**src/rtl/tcst_pkg.sv**
```systemverilog
// Package with state codes, flag positions and next-state functions of the TCP state tracker.
`timescale 1ns / 1ps

package tcst_pkg;

    typedef logic [3:0] tcp_state_t;
    typedef logic [7:0] tcp_flags_t;

    localparam tcp_state_t ST_CLOSED     = 4'd0;
    localparam tcp_state_t ST_LISTEN     = 4'd1;
    localparam tcp_state_t ST_SYN_SENT   = 4'd2;
    localparam tcp_state_t ST_SYN_RCVD   = 4'd3;
    localparam tcp_state_t ST_ESTAB      = 4'd4;
    localparam tcp_state_t ST_FW1        = 4'd5;
    localparam tcp_state_t ST_FW2        = 4'd6;
    localparam tcp_state_t ST_CLOSE_WAIT = 4'd7;
    localparam tcp_state_t ST_CLOSING    = 4'd8;
    localparam tcp_state_t ST_LAST_ACK   = 4'd9;
    localparam tcp_state_t ST_TWAIT      = 4'd10;

    localparam int FIN_BIT = 0;
    localparam int SYN_BIT = 1;
    localparam int RST_BIT = 2;
    localparam int ACK_BIT = 4;

    localparam tcp_flags_t FLAGS_SYN     = 8'h02;
    localparam tcp_flags_t FLAGS_ACK     = 8'h10;
    localparam tcp_flags_t FLAGS_SYN_ACK = 8'h12;

    // Next state of the end that sends the segment; peer is the other end's old state.
    function automatic tcp_state_t send_next(tcp_state_t s, tcp_flags_t f, tcp_state_t peer);
        tcp_state_t n;
        n = s;
        if (f[RST_BIT])
        begin
            n = ST_TWAIT;
        end
        else
        begin
            case (s)
                ST_CLOSED:
                begin
                    if (f == FLAGS_SYN) n = ST_SYN_SENT;
                end
                ST_LISTEN:
                begin
                    if (peer == ST_SYN_SENT && f == FLAGS_SYN_ACK) n = ST_SYN_RCVD;
                    else if (f == FLAGS_SYN) n = ST_SYN_SENT;
                end
                ST_SYN_SENT:
                begin
                    if (peer == ST_SYN_RCVD && f == FLAGS_ACK) n = ST_ESTAB;
                end
                ST_SYN_RCVD:
                begin
                    if (f[FIN_BIT]) n = ST_FW1;
                end
                ST_ESTAB:
                begin
                    if (peer == ST_FW1 && f[ACK_BIT]) n = ST_CLOSE_WAIT;
                    else if (f[FIN_BIT]) n = ST_FW1;
                end
                ST_CLOSE_WAIT:
                begin
                    if (f[FIN_BIT]) n = ST_LAST_ACK;
                end
                ST_FW1:
                begin
                    if (peer == ST_CLOSE_WAIT && f[ACK_BIT]) n = ST_CLOSING;
                end
                ST_FW2:
                begin
                    if (f[ACK_BIT]) n = ST_TWAIT;
                end
                default:
                begin
                    n = s;
                end
            endcase
        end
        return n;
    endfunction

    // Next state of the end that receives the segment.
    function automatic tcp_state_t recv_next(tcp_state_t s, tcp_flags_t f);
        tcp_state_t n;
        n = s;
        if (f[RST_BIT])
        begin
            n = ST_CLOSED;
        end
        else
        begin
            case (s)
                ST_LISTEN:
                begin
                    if (f == FLAGS_SYN) n = ST_SYN_RCVD;
                end
                ST_SYN_SENT:
                begin
                    if (f == FLAGS_SYN_ACK) n = ST_ESTAB;
                    else if (f == FLAGS_SYN) n = ST_SYN_RCVD;
                end
                ST_SYN_RCVD:
                begin
                    if (f == FLAGS_ACK) n = ST_ESTAB;
                end
                ST_ESTAB:
                begin
                    if (f[FIN_BIT]) n = ST_CLOSE_WAIT;
                end
                ST_LAST_ACK:
                begin
                    if (f[ACK_BIT]) n = ST_CLOSED;
                end
                ST_FW1:
                begin
                    if (f[FIN_BIT] && f[ACK_BIT]) n = ST_TWAIT;
                    else if (f[FIN_BIT]) n = ST_CLOSING;
                    else if (f[ACK_BIT]) n = ST_FW2;
                end
                ST_FW2:
                begin
                    if (f[FIN_BIT]) n = ST_TWAIT;
                end
                ST_CLOSING:
                begin
                    if (f[ACK_BIT]) n = ST_TWAIT;
                end
                default:
                begin
                    n = s;
                end
            endcase
        end
        return n;
    endfunction

endpackage

```
**src/rtl/tcp_connection_state_tracker.sv**
```systemverilog
// Top level of the TCP connection state tracker: input register, state update and result register.
// A request is held in the input register until the result register can take its result.
// One request per cycle unless m_tready stalls; the two 4-bit state registers update together.
// The input register takes a new request in while a result still waits to be taken.
// Reset: the client end starts CLOSED and the server end starts LISTEN, both stages empty.
`timescale 1ns / 1ps

module tcp_connection_state_tracker (
    input  logic        clk,
    input  logic        rst_n,
    input  logic        s_tvalid,
    output logic        s_tready,
    input  logic [7:0]  s_tdata,   // [7:0] seg_flags
    input  logic [0:0]  s_tuser,   // [0] from_server
    output logic        m_tvalid,
    input  logic        m_tready,
    output logic [15:0] m_tdata    // [0] result_code, [4:1] client_now, [8:5] server_now, rest 0
);
    import tcst_pkg::*;

    logic       in_valid_reg;
    tcp_flags_t flags_reg;
    logic       dir_reg;

    tcp_state_t client_state_reg;
    tcp_state_t client_state_next;
    tcp_state_t server_state_reg;
    tcp_state_t server_state_next;
    logic       code_next;

    logic       out_valid_reg;
    logic       code_reg;
    tcp_state_t client_out_reg;
    tcp_state_t server_out_reg;

    logic       advance;

    assign advance  = in_valid_reg && (!out_valid_reg || m_tready);
    assign s_tready = !in_valid_reg || advance;

    always_ff @(posedge clk or negedge rst_n)
    begin
        if (!rst_n)
        begin
            in_valid_reg <= 1'b0;
        end
        else if (s_tready)
        begin
            in_valid_reg <= s_tvalid;
        end
    end

    always_ff @(posedge clk)
    begin
        if (s_tready && s_tvalid)
        begin
            flags_reg <= s_tdata;
            dir_reg   <= s_tuser[0];
        end
    end

    // The sender uses the receiver's old state; the receiver uses only its own state and the flags.
    always_comb
    begin
        if (!dir_reg)
        begin
            client_state_next = send_next(client_state_reg, flags_reg, server_state_reg);
            server_state_next = recv_next(server_state_reg, flags_reg);
            code_next = (server_state_reg == ST_SYN_RCVD) && flags_reg[SYN_BIT]
                        && !flags_reg[RST_BIT];
        end
        else
        begin
            server_state_next = send_next(server_state_reg, flags_reg, client_state_reg);
            client_state_next = recv_next(client_state_reg, flags_reg);
            code_next = (client_state_reg == ST_SYN_RCVD) && flags_reg[SYN_BIT]
                        && !flags_reg[RST_BIT];
        end
    end

    always_ff @(posedge clk or negedge rst_n)
    begin
        if (!rst_n)
        begin
            client_state_reg <= ST_CLOSED;
            server_state_reg <= ST_LISTEN;
            out_valid_reg    <= 1'b0;
        end
        else
        begin
            if (advance)
            begin
                client_state_reg <= client_state_next;
                server_state_reg <= server_state_next;
                out_valid_reg    <= 1'b1;
            end
            else if (m_tready)
            begin
                out_valid_reg <= 1'b0;
            end
        end
    end

    always_ff @(posedge clk)
    begin
        if (advance)
        begin
            code_reg       <= code_next;
            client_out_reg <= client_state_next;
            server_out_reg <= server_state_next;
        end
    end

    assign m_tvalid = out_valid_reg;
    assign m_tdata  = {7'd0, server_out_reg, client_out_reg, code_reg};

    // The shown result always reflects the tracked connection state.
    assert property (@(posedge clk) disable iff (!rst_n)
        out_valid_reg |-> (client_out_reg == client_state_reg
                           && server_out_reg == server_state_reg))
        else $error("result register out of step with state registers");

    // Only the defined state codes are ever reached.
    assert property (@(posedge clk) disable iff (!rst_n)
        client_state_reg <= ST_TWAIT && server_state_reg <= ST_TWAIT)
        else $error("state register holds an undefined code");

    // A SYN seen in SYN_RCVD leaves the receiver there.
    assert property (@(posedge clk) disable iff (!rst_n)
        (out_valid_reg && code_reg) |->
            (client_out_reg == ST_SYN_RCVD || server_out_reg == ST_SYN_RCVD))
        else $error("SYN code without a receiver in SYN_RCVD");

    // The connection state moves only when a request is processed.
    assert property (@(posedge clk) disable iff (!rst_n)
        !advance |=> ($stable(client_state_reg) && $stable(server_state_reg)))
        else $error("state changed without a request");

endmodule
```
**config.mk**
```make
export PLATFORM = sky130hd
export DESIGN_NAME = tcp_connection_state_tracker
export DESIGN_NICKNAME = d
export VERILOG_FILES = /design/src/rtl/tcst_pkg.sv /design/src/rtl/tcp_connection_state_tracker.sv
export SDC_FILE = /design/constraint.sdc
export NUM_CORES = 1
export LEC_CHECK = 0
export ABC_AREA = 0
export BUFFER_PORTS_ARGS = -buffer_cell sky130_fd_sc_hd__buf_2
export CAP_MARGIN = 20
export CELL_PAD_IN_SITES_DETAIL_PLACEMENT = 0
export CELL_PAD_IN_SITES_GLOBAL_PLACEMENT = 1
export CORE_ASPECT_RATIO = 2
export CORE_UTILIZATION = 44
export CTS_CLUSTER_SIZE = 20
export DETAILED_ROUTE_END_ITERATION = 10
export GPL_TIMING_DRIVEN = 0
export PLACE_DENSITY = 0.9
export SKIP_CTS_REPAIR_TIMING = 1
export SYNTH_ARGS = -nofsm -noshare
export SYNTH_HDL_FRONTEND = slang
export SYNTH_SLANG_ARGS = --single-unit
```
**constraint.sdc**
```tcl
create_clock -name clk -period 2.6 [get_ports clk]
set_input_delay 0.78 -clock clk [delete_from_list [all_inputs] [get_ports clk]]
set_output_delay 0.78 -clock clk [all_outputs]
set_load 0.02 [all_outputs]
```
==> results of run 1 <==
==> layout make-up <==
cell class / instances / area [µm²]
flip-flops and latches: 28 / 792
repair buffers: 23 / 115
multi-input cells: 190 / 1270
clock buffers: 4 / 66.3
fillers: 492 / 2380
plain buffers: 30 / 171
well taps: 57 / 71.3
inverters: 10 / 37.5
==> cell usage in the layout (no fill, tap or decap), types with 3 or more instances in the layout <==
cell type   n
buf_2      34
nand2_1    18
a21oi_1    18
edfxtp_1   18
o21ai_0    13
nor2b_1    11
inv_1      10
o31ai_1    10
nor2_1      9
nand2b_1    9
dfrtp_1     9
clkbuf_1    8
buf_4       8
nor3_1      7
conb_1      7
a31oi_1     6
mux2_2      5
or3_1       4
a211oi_1    4
a311o_1     4
nand3_1     4
nor4_1      3
or2_2       3
nand3b_1    3
o22ai_1     3
clkbuf_8    3
==> power by group through the flow <==
stage | logic, mW | clock network (mW) | registers (mW)
after floorplan | 0.838 | 0 | 0.642
after global placement | 1.17 | 0 | 0.628
after detailed placement | 1.17 | 0 | 0.628
after CTS | 1.17 | 0.322 | 0.618
after global routing | 1.30 | 0.336 | 0.625
final | 1.19 | 0.324 | 0.619
==> cell families (layout without fill, tap and decap cells) <==
kind of cell    Yosys count  after routing  synth area share (%)
mux                       5              5                  2.50
flops                    28             28                  35.1
simple gates             93             93                  25.4
xor+xnor                  3              3                  1.17
other cells               1              7                 0.166
buf+inv                  40             67                  9.27
compound gates           82             82                  26.4
==> final timing paths <==
path                                          start                              end
min                                           rst_n  client_state_reg[3]$_DFFE_PN0P_
min in group clk           in_valid_reg$_DFFE_PN0N_             m_tvalid$_DFFE_PN0P_
max                          flags_reg[4]$_DFFE_PP_      client_out_reg[1]$_DFFE_PP_
max reg2reg                  flags_reg[4]$_DFFE_PP_      client_out_reg[1]$_DFFE_PP_
max in group asynchronous                     rst_n  server_state_reg[0]$_DFFE_PN1P_
min reg2reg                in_valid_reg$_DFFE_PN0N_             m_tvalid$_DFFE_PN0P_
==> Yosys cell counts, types with 3 or more instances <==
library cell	count
nor2b_1	11
nand3_1	4
edfxtp_1	18
nand2b_1	9
a311o_1	4
o22ai_1	3
nand3b_1	3
buf_4	8
o31ai_1	10
nor2_1	9
buf_2	11
o21ai_0	13
a211oi_1	4
a21oi_1	18
nor3_1	7
mux2_2	5
inv_1	10
or2_2	3
dfrtp_1	9
a31oi_1	6
nand2_1	18
nor4_1	3
clkbuf_1	8
or3_1	4
==> metal layers <==
layer / up-vias / share of wire (%) / GRT usage (%)
met2: 77 / 52 / 47.0
met4: 0 / 8.4 / 25.7
li1: 1013 / - / -
met5: - / 0 / 0
met3: 33 / 3.8 / 2.34
met1: 1015 / 35 / 29.6
==> summary.txt, run 1 <==
Outcome
  • Status: completed

Die
  • Core area: approximately 4900 µm²
  • Overall die area: 5430 µm²
  • Row cnt: 36
  • Top-level port count: 31
  • Chip width: around 53 µm
  • Initial core utilization: between 40 and 50%
  • Die Y: roughly 100 µm

Critical path
  • Cell family with most CP delay: compound AO/OA/AOI/OAI gates
  • Critical Path RT: between 2000 and 3000 ps
  • R2R depth: 6
  • CP arrival: around 2500 ps
  • Cells along the critical path: buf_2, nor4_1, nand2_1, o32ai_1, nor2_1, o31ai_1
  • Worst Setup Path Type: reg -> reg
  • CP Launch Type: flip-flop
  • Crit path buf inv count: 1
  • WP depth: 6
  • Register-to-register path setup slack: 170 ps
  • CP max FO: 10
  • CP max stage cell: edfxtp_1
  • CP endpoint kind: flip-flop
  • Worst path max stage delay: roughly 500 ps

Synthesis
  • Synth Register Bits: 28
  • Synth top area cells: edfxtp_1, dfrtp_1, a21oi_1, o31ai_1, nor2b_1
  • Ys async rst share: between 30% and 40%
  • Main synth FF type: edfxtp_1
  • Yosys top cell by area: edfxtp_1
  • Mean Syn Cell Area: 8.94 µm²
  • Gate Count Post-Synth: about 250
  • Cell area after synthesis: ~2300 µm²
  • Post-synthesis cell type count: between 60 and 70
  • Seq/Total Area, Yosys: approximately a third
  • Synth Warn #: 0
  • Top cell type's share of synthesized area: a little under a quarter
  • Number of synthesized flops with an enable pin: 18

Route
  • Drt wl/cell: 20.1 µm
  • DRT antenna net count: 0
  • Drt first pass iters: 4
  • Final WL: 6.88 mm
  • Vias per std cell: between 6 and 7
  • Number of remaining DRC errors: 0
  • Vias: roughly 2,100
  • Initial DRC count: 68

Power
  • Final Power: ~2.1 mW
  • Sw frac: between 40% and 50%
  • Seq pwr share: between 20% and 30%
  • VDD IR max: around 0.00049 V
  • LEAKAGE: between 0.9 and 1 nW
  • Clock share of power: 15.2%
  • Switching Power: ~1 mW
  • Power Density: 845 nW/µm²
  • Pint: approximately 1.2 mW
  • Logic pwr share: around 56%

Global route
  • Initial antenna violation count: 0
  • Grt total ovfl: 0
  • Vias in the first global route: 2,074
  • Global-route usage over all layers: between 20% and 30%
  • Largest net degree at the start of global routing: 19
  • First-pass GRT wire length: roughly 11 mm

STA
  • Final slew viol count: 0
  • Worst-margin pin slew: just under 1000 ps
  • Hold_ws: roughly 340 ps
  • Final hold vios: 0
  • RSZ-0062 raised after global routing: false
  • Setup_tns: 0 ps
  • Rel. slew slack: 34.3%
  • Fin Clk Skew: approximately 3.7 ps
  • Final Setup Violations: 0
  • Final WS setup: between 150 and 200 ps
  • Fin crit share: 93.3%
  • Fin crit period: ~2400 ps
  • Highest clock rate: 412 MHz

Clock tree
  • Clock sinks: 28
  • CTS H-tree lvls: 1
  • CTS buffer count: 3
  • Root buf cell: clkbuf_8
  • Clock Latency Late Sink: between 200 and 300 ps
  • Max clock buf depth: 2
  • Clk slew on worst S/H paths: 100 ps
  • TritonCTS clock tree: yes

Placement
  • GP Congestion: about 1.0
  • PortBufs: 23
  • DP Wirelength: around 5.2 mm
  • Place WS: -5.04 ps
  • Dpl cells: 338
  • Placed cell area: roughly 2500 µm²

Final layout
  • Fraction of layout cells with a size suffix above 1: between 20% and 30%
  • Number of inserted diodes: 0
  • Area Growth Syn to Fin: 12.2%
  • Non-filler instance count after layout: about 340
  • Largest register FFs: 8
  • Net count, final: approximately 300
  • Fin area: about 2500 µm²
  • Final core utilization: between 50% and 60%

Min path
  • HP Class: in -> async

Run
  • Max-Cap Viols: 0
No activity file was read; power rests on OpenSTA's default activity.
==> inputs of run 2 (changes only) <==
- CELL_PAD_IN_SITES_DETAIL_PLACEMENT: 0 -> default
- CELL_PAD_IN_SITES_GLOBAL_PLACEMENT: 1 -> default
- CORE_UTILIZATION: 44 -> 58
- GPL_ROUTABILITY_DRIVEN: default -> 0
==> summary.txt, run 2 (synthesis results as in run 1) <==
Outcome
  • Status: completed

Critical path
  • CP max FO: 10
  • CP arrival: roughly 2700 ps
  • Worst Setup Path Type: reg -> reg
  • Critical Path RT: about 2700 ps
  • CP startpoint: server_state_reg[0]$_DFFE_PN1P_
  • R2R depth: 6
  • Crit path to: server_out_reg[2]$_DFFE_PP_
  • Critical R2R Launch: server_state_reg[0]$_DFFE_PN1P_
  • CP Launch Type: flip-flop
  • Register-to-register path setup slack: a little under 80 ps
  • Worst path max stage delay: about 730 ps
  • CP max stage cell: nor4bb_1
  • Worst R2R End: server_out_reg[2]$_DFFE_PP_
  • CP endpoint kind: flip-flop
  • Cells along the critical path: buf_2, nor4bb_1, a22oi_1, o21ai_0, nand2_1, a21oi_1

Die
  • Core area: around 3600 µm²
  • Die Y: between 90 and 100 µm
  • Row cnt: 31
  • Initial core utilization: slightly above 60%
  • Chip width: 46.1 µm
  • Overall die area: 4150 µm²
  • Top-level port count: 31

STA
  • Setup_tns: 0 ps
  • Final slew viol count: 0
  • Fin crit share: between 90% and 100%
  • Worst-margin pin slew: between 900 and 1000 ps
  • Fin Clk Skew: around 3.4 ps
  • Final WS setup: 77.6 ps
  • Hold_ws: 368 ps
  • Rel. slew slack: between 30% and 40%
  • Highest clock rate: 396 MHz
  • RSZ-0062 raised after global routing: false
  • Fin crit period: roughly 2500 ps
  • Final hold vios: 0
  • Final Setup Violations: 0

Final layout
  • Commonest non-fill, non-tap cells in the layout: buf_2, nand2_1, a21oi_1, edfxtp_1, o21ai_0
  • Commonest non-fill, non-tap cell in the layout: buf_2
  • Filler cells: 316
  • Area Growth Syn to Fin: 10.8%
  • Net count, final: ~300
  • Footprint of the multi-input gates: 1270 µm²
  • Number of inserted diodes: 0
  • Non-filler instance count after layout: 334
  • Final core utilization: around two thirds
  • Fraction of layout cells with a size suffix above 1: a little under a quarter
  • Fin area: ~2500 µm²
  • Largest register FFs: 8
  • Reg area: just under 800 µm²

Clock tree
  • Clk slew on worst S/H paths: about 100 ps
  • Clock Latency Late Sink: ~280 ps
  • Max clock buf depth: 2
  • Clock sinks: 28
  • TritonCTS clock tree: yes
  • CTS H-tree lvls: 1
  • Root buf cell: clkbuf_8
  • CTS buffer count: 3

Power
  • Seq pwr share: approximately 30%
  • Power Density: between 800 and 900 nW/µm²
  • Final Power: about 2.1 mW
  • Clock share of power: roughly an eighth
  • Pint: 1.10 mW
  • VDD IR max: about 0.00058 V
  • Switching Power: 0.981 mW
  • LEAKAGE: between 0.9 and 1 nW
  • Logic pwr share: roughly 58%
  • Sw frac: between 40 and 50%

Route
  • DRT antenna net count: 0
  • Final WL: approximately 6.9 mm
  • Vias per std cell: roughly 7
  • Number of remaining DRC errors: 0
  • Initial DRC count: around 220
  • Drt first pass iters: 5
  • Drt wl/cell: between 20 and 25 µm
  • Vias: ~2,300

Placement
  • Dpl cells: 330
  • DP Wirelength: approximately 5.0 mm
  • Placed cell area: approximately 2500 µm²
  • Place WS: -12.5 ps
  • PortBufs: 23

Global route
  • Met2 GRT Util: a little over 60%
  • Most Used Layer, Global Route: met2
  • Initial antenna violation count: 0
  • Vias in the first global route: roughly 2,200
  • Global-route usage over all layers: between 30 and 40%
  • Largest net degree at the start of global routing: 19
  • Grt total ovfl: 0
  • First-pass GRT wire length: roughly 11 mm
  • Met3 usage: 7.23%
  • Met1 Usage GRT: 43.6%

Run
  • Max-Cap Viols: 0

Min path
  • HP Class: in -> async
[run 2: changes by cell type in the layout (fill, tap and decap cells not counted)]
cell / delta
clkbuf_16: -1
clkinv_1: +1
[run 2: critical path, delay by kind of cell, from the launching register on]
kind / cells / cell delay (ps)
AND/OR/NAND/NOR: 2 / 870
AO/OA/AOI/OAI: 3 / 760
flip-flops: 1 / 530
buffers and inverters: 1 / 220
[run 2: power groups by stage]
stage,Sequential (mW),Combinational (mW),Clock [mW]
5_1_grt,0.628,1.31,0.258
3_5_place_dp,0.627,1.15,0
4_1_cts,0.618,1.16,0.244
6_report,0.622,1.22,0.245
3_3_place_gp,0.622,1.12,0
2_1_floorplan,0.642,0.838,0
[run 2: per-layer routing]
layer	part of all wire [%]	vias up
li1	-	1009
met1	32	1015
met2	49	214
met3	9.2	77
met4	9.7	0
met5	0	-
[run 2: layout make-up]
cell class	instances	share of cell area, %
Inverter	10	1.50
Tap cell	49	2.45
Timing Repair Buffer	23	4.61
Multi-Input combinational cell	190	51.1
Clock buffer	3	1.65
Sequential cell	28	31.7
Clock inverter	1	0.150
Buffer	30	6.86
[run 2: how the worst min path moves through the flow]
stage / startpoint / end / depth (start not counted)
after global placement: in_valid_reg$_DFFE_PN0N_ / m_tvalid$_DFFE_PN0P_ / 1
after global routing: rst_n / in_valid_reg$_DFFE_PN0N_ / 1
final: rst_n / in_valid_reg$_DFFE_PN0N_ / 1
after detailed placement: in_valid_reg$_DFFE_PN0N_ / m_tvalid$_DFFE_PN0P_ / 1
after CTS: rst_n / client_state_reg[3]$_DFFE_PN0P_ / 1
after floorplan: in_valid_reg$_DFFE_PN0N_ / m_tvalid$_DFFE_PN0P_ / 1
